==> config.mk <==
export PLATFORM = sky130hd
export DESIGN_NAME = ltr_front
export DESIGN_NICKNAME = d
export VERILOG_FILES = /design/src/sv/ltr_pkg.sv /design/src/sv/ltr_front.sv
export SDC_FILE = /design/constraint.sdc
export NUM_CORES = 1
export LEC_CHECK = 0
export BUFFER_PORTS_ARGS = -buffer_cell sky130_fd_sc_hd__clkbuf_2
export CORE_MARGIN = 5
export CORE_UTILIZATION = 51
export DETAILED_ROUTE_END_ITERATION = 8
export GPL_TIMING_DRIVEN = 0
export HOLD_SLACK_MARGIN = 0.15
export PLACE_DENSITY_LB_ADDON = 0.15
export SLEW_MARGIN = 5
export SYNTH_ARGS = -nofsm -noshare
export SYNTH_HDL_FRONTEND = slang
export SYNTH_SLANG_ARGS = --single-unit
==> constraint.sdc <==
create_clock -name clk -period 3.6 [get_ports clk]
set_input_delay 0.54 -clock clk [delete_from_list [all_inputs] [get_ports clk]]
set_output_delay 0.54 -clock clk [all_outputs]
set_load 0.005 [all_outputs]
==> src/sv/ltr_pkg.sv <==
// Shared types, codes and constants for the LCD text frame renderer.
package ltr_pkg;

    localparam int COLUMNS_DEF       = 128;
    localparam int GLYPH_BYTES_DEF   = 25;
    localparam int GLYPH_COLUMNS_DEF = 12;
    localparam int FONT_DEPTH_DEF    = 4096;

    localparam int PAGES     = 4;
    localparam int CMD_SLOTS = 3;
    localparam int QDEPTH    = 2;

    localparam logic [7:0] FIRST_SYM  = 8'd32;
    localparam logic [7:0] LAST_SYM   = 8'd126;
    localparam logic [7:0] CMD_COL_LO = 8'h00;
    localparam logic [7:0] CMD_COL_HI = 8'h10;
    localparam logic [7:0] CMD_PAGE   = 8'hB0;

    localparam logic [2:0] MODE_LOAD  = 3'd0;
    localparam logic [2:0] MODE_DRAW  = 3'd1;
    localparam logic [2:0] MODE_HOME  = 3'd2;
    localparam logic [2:0] MODE_CLEAR = 3'd3;
    localparam logic [2:0] MODE_TICK  = 3'd4;

    typedef enum logic [2:0] {
        OP_LOAD,
        OP_DRAW,
        OP_HOME,
        OP_CLEAR,
        OP_TICK
    } op_t;

    typedef enum logic [2:0] {
        ST_INIT,
        ST_IDLE,
        ST_CLEAR,
        ST_DRAW,
        ST_DRAW_END,
        ST_TICK_DATA
    } st_t;

    typedef struct packed {
        op_t        op;
        logic [11:0] font_addr;
        logic [7:0]  font_byte;
        logic        text_line;
        logic [7:0]  symbol;
    } cmd_t;

    typedef struct packed {
        logic valid;
        cmd_t cmd;
    } q_head_t;

    typedef struct packed {
        logic pop;
        logic init;
    } bk_stat_t;

endpackage

==> src/sv/ltr_front.sv <==
// Front end: takes commands, classifies them and queues them for the back end.
module ltr_front #(
    parameter int FONT_DEPTH = ltr_pkg::FONT_DEPTH_DEF
) (
    input  logic              clk,
    input  logic              rst_n,
    input  logic              start,
    input  logic [2:0]        mode,
    input  logic [11:0]       font_addr,
    input  logic [7:0]        font_byte,
    input  logic              text_line,
    input  logic [7:0]        symbol,
    output logic              busy,
    input  ltr_pkg::bk_stat_t stat,
    output ltr_pkg::q_head_t  head
);

    localparam int QA_W = (ltr_pkg::QDEPTH > 1) ? $clog2(ltr_pkg::QDEPTH) : 1;
    localparam int QC_W = $clog2(ltr_pkg::QDEPTH + 1);

    ltr_pkg::cmd_t q_mem [ltr_pkg::QDEPTH];
    logic [QA_W-1:0] wr_ptr_reg, wr_ptr_next;
    logic [QA_W-1:0] rd_ptr_reg, rd_ptr_next;
    logic [QC_W-1:0] count_reg, count_next;

    ltr_pkg::op_t op;
    logic         keep;
    logic         push;
    logic         pop;

    always_comb
    begin
        op   = ltr_pkg::OP_TICK;
        keep = 1'b0;
        unique case (mode)
            ltr_pkg::MODE_LOAD:
            begin
                op   = ltr_pkg::OP_LOAD;
                keep = int'(font_addr) < FONT_DEPTH;
            end
            ltr_pkg::MODE_DRAW:
            begin
                op   = ltr_pkg::OP_DRAW;
                keep = (symbol >= ltr_pkg::FIRST_SYM) && (symbol <= ltr_pkg::LAST_SYM);
            end
            ltr_pkg::MODE_HOME:
            begin
                op   = ltr_pkg::OP_HOME;
                keep = 1'b1;
            end
            ltr_pkg::MODE_CLEAR:
            begin
                op   = ltr_pkg::OP_CLEAR;
                keep = 1'b1;
            end
            ltr_pkg::MODE_TICK:
            begin
                op   = ltr_pkg::OP_TICK;
                keep = 1'b1;
            end
            default:
            begin
                op   = ltr_pkg::OP_TICK;
                keep = 1'b0;
            end
        endcase
    end

    assign busy = (count_reg == QC_W'(ltr_pkg::QDEPTH)) || stat.init;
    assign push = start && !busy && keep;
    assign pop  = stat.pop;

    always_comb
    begin
        wr_ptr_next = wr_ptr_reg;
        rd_ptr_next = rd_ptr_reg;
        count_next  = count_reg;
        if (push)
        begin
            wr_ptr_next = (wr_ptr_reg == QA_W'(ltr_pkg::QDEPTH - 1)) ? '0 : wr_ptr_reg + 1'b1;
        end
        if (pop)
        begin
            rd_ptr_next = (rd_ptr_reg == QA_W'(ltr_pkg::QDEPTH - 1)) ? '0 : rd_ptr_reg + 1'b1;
        end
        if (push && !pop)
        begin
            count_next = count_reg + 1'b1;
        end
        else if (pop && !push)
        begin
            count_next = count_reg - 1'b1;
        end
    end

    always_ff @(posedge clk or negedge rst_n)
    begin
        if (!rst_n)
        begin
            wr_ptr_reg <= '0;
            rd_ptr_reg <= '0;
            count_reg  <= '0;
        end
        else
        begin
            wr_ptr_reg <= wr_ptr_next;
            rd_ptr_reg <= rd_ptr_next;
            count_reg  <= count_next;
        end
    end

    always_ff @(posedge clk)
    begin
        if (push)
        begin
            q_mem[wr_ptr_reg] <= '{op: op, font_addr: font_addr, font_byte: font_byte,
                                   text_line: text_line, symbol: symbol};
        end
    end

    assign head.valid = (count_reg != '0);
    assign head.cmd   = q_mem[rd_ptr_reg];

endmodule

Word level (Yosys, flattened, before mapping) --
Memory sizes are Yosys's and may differ from the RTL's. Cells that the tools add are included.
Cells by class: add/subtract/negate cells 4, multiply operators 0, div/mod/pow operators 0, $lt $le $gt $ge 2, eq/ne operators 5, shifts and indexed selects 0, muxes and demuxes 8, bitwise logic cells 0, reduce and logical (&&, ||, !) cells 13
Operator list (number):
- 3-bit one-hot mux with 4 select lines | 1
- 8-bit by 6-bit >= comparator with 1-bit output (second input constant) | 1
- 8-bit by 7-bit <= comparator with 1-bit output (second input constant) | 1
- 3-bit by 2-bit equality test with 1-bit output (second input constant) | 2
- 1-bit logical AND | 5
- 1-bit two-way mux | 4
- 2-bit two-way mux | 2
- 2-bit nonzero test | 2
- 4-bit OR reduction | 1
- 3-bit by 1-bit equality test with 1-bit output (second input constant) | 1
- 3-bit equality test (second input constant) | 1
- 1-bit zero test | 3
- 3-bit zero test | 1
- 1-bit adder (second input constant) | 2
- 2-bit by 1-bit adder with 2-bit output (second input constant) | 1
- 2-bit equality test (second input constant) | 1
- 1-bit one-hot mux with 2 select lines | 1
- 2-bit by 1-bit subtractor with 2-bit output (second input constant) | 1
- 1-bit logical OR | 1
Storage, ports and cells: flip-flop bits (word level) 4, bits in latches 0, RAM bits 64, memory bits (read-only) 0, input port bits 37, memories kept 1
Memories:
- q_mem | depth 2, bits a word 32, rd ports 1, clocked after memory_dff 0, write ports 1, line ltr_front.sv:21 | ltr_pkg::cmd_t q_mem [ltr_pkg::QDEPTH];

Longest topological paths before layout --
Gate-level depths: netlist of the first run.
word-level depth 9, gate-level depth with buffers 7, mapped depth without buffers 7

Worst setup path after synthesis of the first run --
Ideal clock, no wire load.
kind input to register, start input port symbol[7], end memory q_mem[0][0] in the netlist's numbering, enable pin, setup time 425 ps, arrival time 2588 ps, data required time 3175 ps, setup slack 588 ps, cell stages on the path 4, buffers on the path 0, path through o21ba_2 -> o2111ai_1 -> a41oi_2 -> nor2b_1
On the way: cells in the longest elaborated chain, start to end 6, elaborated cells on any way between the ends 7
Ends and longest elaborated chain:
- from (decl) | line ltr_front.sv:12 | input logic [7:0] symbol,
- 8-bit by 6-bit >= comparator with 1-bit output / 8-bit by 7-bit <= comparator with 1-bit output (equally long branches) | line ltr_front.sv:44 | keep = (symbol >= ltr_pkg::FIRST_SYM) && (symbol <= ltr_pkg::LAST_SYM);
- 1-bit logical AND (*) | line ltr_front.sv:44
- 1-bit one-hot mux with 2 select lines (*) | line ltr_front.sv:35 | unique case (mode)
- 1-bit logical AND (*) | line ltr_front.sv:70 | assign push = start && !busy && keep;
- 1-bit two-way mux (*) | line ltr_front.sv:114 | if (push)
- 1-bit two-way mux (not written as such) (*) | line ltr_front.sv:116 | q_mem[wr_ptr_reg] <= '{op: op, font_addr: font_addr, font_byte: font_byte,
- to (decl) | line ltr_front.sv:21
Mark *: on every way between the ends. The rest lies on a longest branch, timed or not.

==> impl_summary.txt, run 1 <==
----------------------------------------------------
[Drt]
  Antenna viol nets, final ... 0
  Iteration-0 DRC count of the detailed router ... 70
  Number of remaining DRC errors ... 0
  Wire per inst ... 15.3 µm
  Initial DRT Pass Iterations ... 4
  Routed Wire Length ... 4.31 mm
  Average via count per standard cell ... 4.90
  Routed vias ... 1376

[CTS]
  Clock tree sinks ... 68
  Number of CTS-inserted buffers ... 9
  Clock edge transition at the registers on the reported setup and hold paths ... 70 ps
  Clock tree from TritonCTS ... built
  Maximum number of buffers from clock root to sink ... 2
  Post-CTS resize count ... 0
  H-tree level count ... 3
  Clock latency of the later-clocked register in the worst-skew pair ... 330 ps
  Clock Root Buffer ... sky130_fd_sc_hd__clkbuf_8

[Worst hold path]
  Instance count along the most critical hold path ... 1
  Type of the most critical hold path ... in2reg
  Endpoint with the worst hold slack ... q_mem[0][12]
  Hold Path Origin ... font_byte[3]

[STA]
  Worst Tran Pin Value ... 920 ps
  Worst setup margin ... 1360 ps
  Final count of pins violating max slew ... 0
  Worst Clk Skew ... 6.03 ps
  Final hold violation count ... 0
  Maximum clock frequency ... 447 MHz
  RSZ-0062 raised after global routing ... false
  Post-layout min period ... 2240 ps
  Fin crit share ... 0.621
  Final setup violation count ... 0
  Final-layout setup total negative slack ... 0 ps
  Max transition margin ... 0.386

[Synth]
  Yosys cell types ... 20
  Post-synthesis cell area ... 2580 µm²
  Synthesized net count ... 166
  Yosys synthesis warning count ... 0
  Synth Register Bits ... 68
  Post-Synthesis Mean Instance Area ... 20.1 µm²
  Number of instances in the synthesized netlist ... 128
  Post-synthesis sequential area ratio ... 0.784

[Global route]
  Antenna violations before repair ... 0
  Pin count of the biggest net entering global routing ... 33
  Via count of the first global-routing pass ... 1518
  First-pass GRT wire length ... 7.06 mm
  Overall fraction of global-route tracks in use ... 0.149
  Remaining Overflow, GRT ... 0

[Critical path]
  RR Endpoint ... q_mem[0][22]
  RR Startpoint ... count_reg[1]
  Type of the setup path with the least slack ... reg2out
  Max stage delay on crit path ... 360 ps
  Data required time at the worst endpoint ... 3060 ps
  Slowest cell on the critical path ... sky130_fd_sc_hd__mux2_2
  Element type at the critical path end ... output pin
  Number of buffer and inverter instances along the worst setup path ... 3
  Worst reg-to-reg setup slack ... 1420 ps
  Critical path peak fanout ... 10
  Startpoint kind of the worst setup timing path ... flop
  Launch point of the critical path ... rd_ptr_reg
  Arr. time, crit path ... 1700 ps
  Cells along the critical path ... clkbuf_1 -> buf_2 -> mux2_2 -> clkbuf_2
  R2R depth ... 4
  Delay-heaviest family, CP ... buffers and inverters

[Floorplanning]
  Area of the placeable core ... 4820 µm²
  Total die area ... 6580 µm²
  Initial core utilization ... 0.535
  Number of top-level pins ... 71
  Die height ... 81.1 µm
  Number of cell rows ... 25
  DIE WIDTH ... 81.1 µm

[Finish]
  Diodes inserted ... 0
  Most used cells in the layout excluding fill and tap cells ... sky130_fd_sc_hd__clkbuf_2, sky130_fd_sc_hd__edfxtp_1, sky130_fd_sc_hd__mux2_2
  Area Overhead vs Synth ... 25.5%
  Final core utilization ... 0.672
  # nets final ... 248
  Leading cell type in the layout, fill and taps excluded ... sky130_fd_sc_hd__clkbuf_2
  Fraction of layout instances using a drive strength above 1 ... 0.579
  Number of flip-flops under the largest register name ... 64
  Area of all placed cells without fillers ... 3240 µm²

[Placement]
  Number of input and output port buffers inserted ... 70
  Worst slack at placement ... 1090 ps
  Instance area after placement ... 3020 µm²
  Gpl congestion ... 0.704
  Detailed placement HPWL ... 3.04 mm

[Power]
  Overall power ... 2120 µW
  PD cells ... 657 nW/µm²
  Peak VDD IR ... 0.438 mV
  Static Leakage ... 0.00124 µW

[Job]
  Count of max-cap constraint violations ... 0

[Run status]
  Outcome ... finished clean

----------------------------------------------------
[metrics by stage]
stage	std cells	hold slack, ps
after CTS	281	382
after floorplan	128	244
after global routing	281	382
after global placement	265	350
after detailed placement	265	355
final	281	396
[metal layers]
| layer | share of wire | up-vias | track usage |
|---|---|---|---|
| met5 | 0 | - | 0 |
| met4 | 0.022 | 0 | 0.0811 |
| met3 | 0.066 | 9 | 0.0366 |
| met2 | 0.51 | 47 | 0.252 |
| met1 | 0.40 | 664 | 0.173 |
| li1 | - | 656 | - |
[area by class of cell]
type	instances	area, µm²
plain buffers	5	22.5
clock buffers	10	128
clock inverters	5	77.6
fillers	365	1580
inverters	1	3.75
multi-input cells	54	538
flip-flops and latches	68	2020
well taps	67	83.8
repair buffers	71	360
[cells in the mapped netlist, drive strengths merged]
cell type,number,area [µm²]
edfxtp,64,1920
mux2,32,360
dfrtp,4,100
nor2b,4,25.0
xor2,4,35.0
buf,3,15.0
clkbuf,2,7.51
nor2,2,7.51
or2b,2,15.0
a41oi,1,16.3
and2,1,6.26
ha,1,12.5
inv,1,3.75
nand2b,1,6.26
nand4,1,6.26
o2111ai,1,8.76
o21ai,1,5.00
o21ba,1,10.0
or2,1,6.26
xnor2,1,8.76
[logic make-up (layout without fill, tap and decap cells)]
family / Yosys count / after routing / share of synthesized area
AOI/OAI and AO/OA: 4 / 4 / 0.0155
xor gates and xnor gates: 5 / 5 / 0.0170
adders and majority gates: 1 / 1 / 0.00485
buffers and inverters: 6 / 92 / 0.0102
DFF: 68 / 68 / 0.784
muxes: 32 / 32 / 0.140
and+or+nand+nor: 12 / 12 / 0.0282
[what timing repair did]
action / CTS / global route
buffers inserted: 0 / 0
hold buffers: 1 / 0
setup endpoints to repair: 0 / 0
hold endpoints to repair: 4 / 0
[how the worst max path moves through the flow]
| stage | endpoint | cells past startpoint |
|---|---|---|
| 2_1_floorplan | q_mem[0][0] | 4 |
| 3_3_place_gp | q_mem[0][27] | 5 |
| 3_5_place_dp | q_mem[0][23] | 5 |
| 4_1_cts | head[12] | 4 |
| 5_1_grt | q_mem[0][22] | 4 |
| 6_report | head[30] | 4 |
[power by group]
part,switching (µW),internal [µW]
registers,30.0,947
logic,230,274
clock network,260,384
(Power assumes the default switching activity.)
==> run 2: changes to the inputs <==
--- a/config.mk
+++ b/config.mk
@@ -5,9 +5,10 @@
 export SDC_FILE = /design/constraint.sdc
 export NUM_CORES = 1
 export LEC_CHECK = 0
+export ABC_AREA = 1
 export BUFFER_PORTS_ARGS = -buffer_cell sky130_fd_sc_hd__clkbuf_2
 export CORE_MARGIN = 5
-export CORE_UTILIZATION = 51
+export CORE_UTILIZATION = 52
 export DETAILED_ROUTE_END_ITERATION = 8
 export GPL_TIMING_DRIVEN = 0
 export HOLD_SLACK_MARGIN = 0.15
==> constraint.sdc (replaced) <==
create_clock -name clk -period 2.3 [get_ports clk]
set_input_delay 0.345 -clock clk [delete_from_list [all_inputs] [get_ports clk]]
set_output_delay 0.345 -clock clk [all_outputs]
set_load 0.005 [all_outputs]
==> run 2 against run 1 <==
Net effect:
- flip-flop and latch count did not move
- count of clock-buffer cells in the layout did not move
- routed wire length grew 0.67%
- power is 56% higher
- critical path depth grew 1
- global-route usage down 0.89 points
- non-clock buffer count stayed put
- cell count is 6.0% higher
- clock power grew 17%
- worst hold slack got worse by 190 ps
- synthesized area is 6.4% higher
- first-iteration DRC count is 44% lower
==> impl_summary.txt, run 2 <==
----------------------------------------------------
[Run status]
  Outcome ... finished clean (unchanged)

[Critical path]
  Worst reg-to-reg setup slack ... 340 ps (was 1420 ps)
  Delay-heaviest family, CP ... simple AND/OR/NAND/NOR gates (was buffers and inverters)
  RR Startpoint ... count_reg[1] (unchanged)
  Number of buffer and inverter instances along the worst setup path ... 1 (was 3)
  Critical Path Stages ... 5 (was 4)
  Data required time at the worst endpoint ... 2250 ps (was 3060 ps)
  Element type at the critical path end ... flop (was output pin)
  Max stage delay on crit path ... 740 ps (was 360 ps)
  Slowest cell on the critical path ... sky130_fd_sc_hd__nor2_4 (was sky130_fd_sc_hd__mux2_2)
  Critical path peak fanout ... 32 (was 10)
  RR Endpoint ... q_mem[1][13] (was q_mem[0][22])
  Arr. time, crit path ... 1910 ps (was 1700 ps)
  Type of the setup path with the least slack ... reg2reg (was reg2out)
  R2R depth ... 5 (was 4)
  Cells along the critical path ... inv_1 -> o21bai_1 -> nor2_1 -> nand2_1 -> nor2_4 (was clkbuf_1 -> buf_2 -> mux2_2 -> clkbuf_2)
  Startpoint kind of the worst setup timing path ... flop (unchanged)

[STA]
  Worst Tran Pin Value ... 936 ps (was 920 ps)
  RSZ-0062 raised after global routing ... false (unchanged)
  Final count of pins violating max slew ... 0 (unchanged)
  Final hold violation count ... 0 (unchanged)
  Worst slack on hold paths ... 206 ps (was 396 ps)
  Worst setup margin ... 341 ps (was 1360 ps)
  Max transition margin ... 0.374 (was 0.386)
  Maximum clock frequency ... 511 MHz
  Final setup violation count ... 0 (unchanged)
  Post-layout min period ... 1960 ps
  Fin crit share ... 0.852
  Worst Clk Skew ... 3.09 ps (was 6.03 ps)

[Synth]
  Most frequent cell after synthesis ... sky130_fd_sc_hd__edfxtp_1 (unchanged)
  Count of flip-flops with a built-in enable after synthesis ... 64 (unchanged)
  Portion of synthesized cell area occupied by the leading cell type ... 0.701 (was 0.746)
  Number of instances in the synthesized netlist ... 143 (was 128)
  Post-synthesis cell area ... 2740 µm² (was 2580 µm²)
  Commonest cells post-synth ... sky130_fd_sc_hd__edfxtp_1, sky130_fd_sc_hd__mux2_4, sky130_fd_sc_hd__nand2_1 (was sky130_fd_sc_hd__edfxtp_1, sky130_fd_sc_hd__mux2_2, sky130_fd_sc_hd__dfrtp_1, sky130_fd_sc_hd__nor2b_1, sky130_fd_sc_hd__xor2_1)
  Library cell occupying the most area in the post-synthesis netlist ... sky130_fd_sc_hd__edfxtp_1 (unchanged)
  Main synth FF type ... sky130_fd_sc_hd__edfxtp_1 (unchanged)
  Biggest area contributors in the synthesized netlist ... sky130_fd_sc_hd__edfxtp_1, sky130_fd_sc_hd__mux2_4, sky130_fd_sc_hd__dfrtp_1, sky130_fd_sc_hd__buf_12, sky130_fd_sc_hd__nand2_1 (was sky130_fd_sc_hd__edfxtp_1, sky130_fd_sc_hd__mux2_2, sky130_fd_sc_hd__dfrtp_1, sky130_fd_sc_hd__xor2_1, sky130_fd_sc_hd__nor2b_1)
  Synth Register Bits ... 68 (unchanged)
  Synthesized net count ... 181 (was 166)
  Post-Synthesis Mean Instance Area ... 19.2 µm² (was 20.1 µm²)
  Yosys cell types ... 17 (was 20)
  Post-synthesis sequential area ratio ... 0.738 (was 0.784)
  Post-synthesis async set-or-reset flop share ... 0.0588 (unchanged)
  Yosys synthesis warning count ... 0 (unchanged)

[Drt]
  Initial DRT Pass Iterations ... 4 (unchanged)
  Routed Wire Length ... 4.34 mm (was 4.31 mm)
  Routed vias ... 1426 (was 1376)
  Number of remaining DRC errors ... 0 (unchanged)
  Antenna viol nets, final ... 0 (unchanged)
  Iteration-0 DRC count of the detailed router ... 39 (was 70)
  Average via count per standard cell ... 4.79 (was 4.90)
  Wire per inst ... 14.6 µm (was 15.3 µm)

[Finish]
  Leading cell type in the layout, fill and taps excluded ... sky130_fd_sc_hd__clkbuf_2 (unchanged)
  Diodes inserted ... 0 (unchanged)
  Area of the multi-input gates ... 618 µm² (was 538 µm²)
  Most used cells in the layout excluding fill and tap cells ... sky130_fd_sc_hd__clkbuf_2, sky130_fd_sc_hd__edfxtp_1, sky130_fd_sc_hd__mux2_4 (was sky130_fd_sc_hd__clkbuf_2, sky130_fd_sc_hd__edfxtp_1, sky130_fd_sc_hd__mux2_2)
  Count of fill cells added during filler insertion ... 386 (was 365)
  Area taken by flip-flops and latches ... 2020 µm² (unchanged)
  # nets final ... 263 (was 248)
  Fraction of layout instances using a drive strength above 1 ... 0.518 (was 0.579)
  Number of flip-flops under the largest register name ... 64 (unchanged)
  Area Overhead vs Synth ... 22.1% (was 25.5%)

[Placement]
  Number of input and output port buffers inserted ... 70 (unchanged)
  Gpl congestion ... 0.718 (was 0.704)
  Worst slack at placement ... -23.9 ps (was 1090 ps)
  Detailed placement HPWL ... 3.07 mm (was 3.04 mm)

[Global route]
  Antenna violations before repair ... 0 (unchanged)
  Pin count of the biggest net entering global routing ... 33 (unchanged)
  Remaining Overflow, GRT ... 0 (unchanged)
  Overall fraction of global-route tracks in use ... 0.140 (was 0.149)
  Via count of the first global-routing pass ... 1487 (was 1518)
  First-pass GRT wire length ... 6.81 mm (was 7.06 mm)

[CTS]
  H-tree level count ... 3 (unchanged)
  Clock tree from TritonCTS ... built (unchanged)
  Clock latency of the later-clocked register in the worst-skew pair ... 320 ps (was 330 ps)
  Clock Root Buffer ... sky130_fd_sc_hd__clkbuf_8 (unchanged)
  Number of CTS-inserted buffers ... 9 (unchanged)
  Maximum number of buffers from clock root to sink ... 2 (unchanged)
  Number of setup buffers added after CTS ... 0 (unchanged)
  Clock tree sinks ... 68 (unchanged)
  Clock edge transition at the registers on the reported setup and hold paths ... 70 ps (about the same)

[Job]
  Count of max-cap constraint violations ... 0 (unchanged)

[Floorplanning]
  Number of cell rows ... 26 (was 25)
  DIE WIDTH ... 82.6 µm (was 81.1 µm)
  Die height ... 82.6 µm (was 81.1 µm)
  Total die area ... 6820 µm² (was 6580 µm²)
  Number of top-level pins ... 71 (unchanged)
  Area of the placeable core ... 5110 µm² (was 4820 µm²)
  Initial core utilization ... 0.537 (was 0.535)

[Worst hold path]
  Instance count along the most critical hold path ... 1 (unchanged)
  Endpoint with the worst hold slack ... q_mem[0][25] (was q_mem[0][12])
  Hold Path Origin ... font_addr[8] (was font_byte[3])
  Type of the most critical hold path ... in2reg (unchanged)

[Power]
  Peak VDD IR ... 0.522 mV (was 0.438 mV)
  Static Leakage ... 0.00139 µW (was 0.00124 µW)
  PD cells ... 992 nW/µm² (was 657 nW/µm²)
  Overall power ... 3320 µW (was 2120 µW)

----------------------------------------------------
run 2: cell count changes after synthesis, sizes merged, moves of 2 or more:
cell   change
xor2       -2
nor2b      -4
or2b       -2
nor2       +7
inv        +8
nand2     +11
run 2: where the power goes:
group	internal (µW)	switching, µW	leakage (µW)
sequential	1480	38.9	0.000628
combinational	612	435	0.000693
clock	368	386	0.0000707
total	2460	859	0.00139
run 2: per-stage QoR:
step	cell area, µm²	setup TNS, ps	instances	utilization
after global routing	3350	0	298	0.655
after detailed placement	3190	-725	283	0.624
after global placement	3180	-7480	283	0.623
final	3350	0	298	0.655
after floorplan	2740	0	143	-
after CTS	3340	0	298	0.655
run 2: worst max path at each step:
stage            startpoint      endpoint  slack [ps]
2_1_floorplan  count_reg[1]   q_mem[1][0]         290
3_3_place_gp        mode[1]  q_mem[1][26]        -230
3_5_place_dp        mode[1]  q_mem[0][25]         -20
4_1_cts        count_reg[1]  q_mem[0][19]         120
5_1_grt        count_reg[0]  q_mem[0][27]         200
6_report       count_reg[1]  q_mem[1][13]         340
run 2: what timing repair did:
action / in CTS / in global routing
hold buffers: 1 / 0
resized for setup: 0 / 1
setup endpoints to repair: 0 / 32
hold endpoints to repair: 4 / 0
run 2: logic make-up after synthesis:
family                   Yosys count  share of synthesized area
adder cells (fa/ha/maj)            1                    0.00456
multiplexers                      32                      0.171
buffers and inverters             14                     0.0397
AND/OR/NAND/NOR                   21                     0.0292
flip-flops                        68                      0.738
XOR/XNOR                           3                    0.00959
AO/OA/AOI/OAI                      4                    0.00821
run 2: per-layer routing:
metal / wire (µm) / vias to the layer above / global-route usage
met5: 0 / - / 0
met4: 34 / 0 / 0.0588
met3: 376 / 5 / 0.0597
met2: 2170 / 53 / 0.231
met1: 1760 / 674 / 0.159
li1: - / 694 / -
run 2: final cells by class:
class | instances | area share
clock inverter | 4 | 0.00561
buffer | 5 | 0.0224
tap | 70 | 0.0262
timing repair buffer | 71 | 0.108
clock buffer | 10 | 0.0381
multi-input combinational | 61 | 0.185
sequential | 68 | 0.604
inverter | 9 | 0.0112
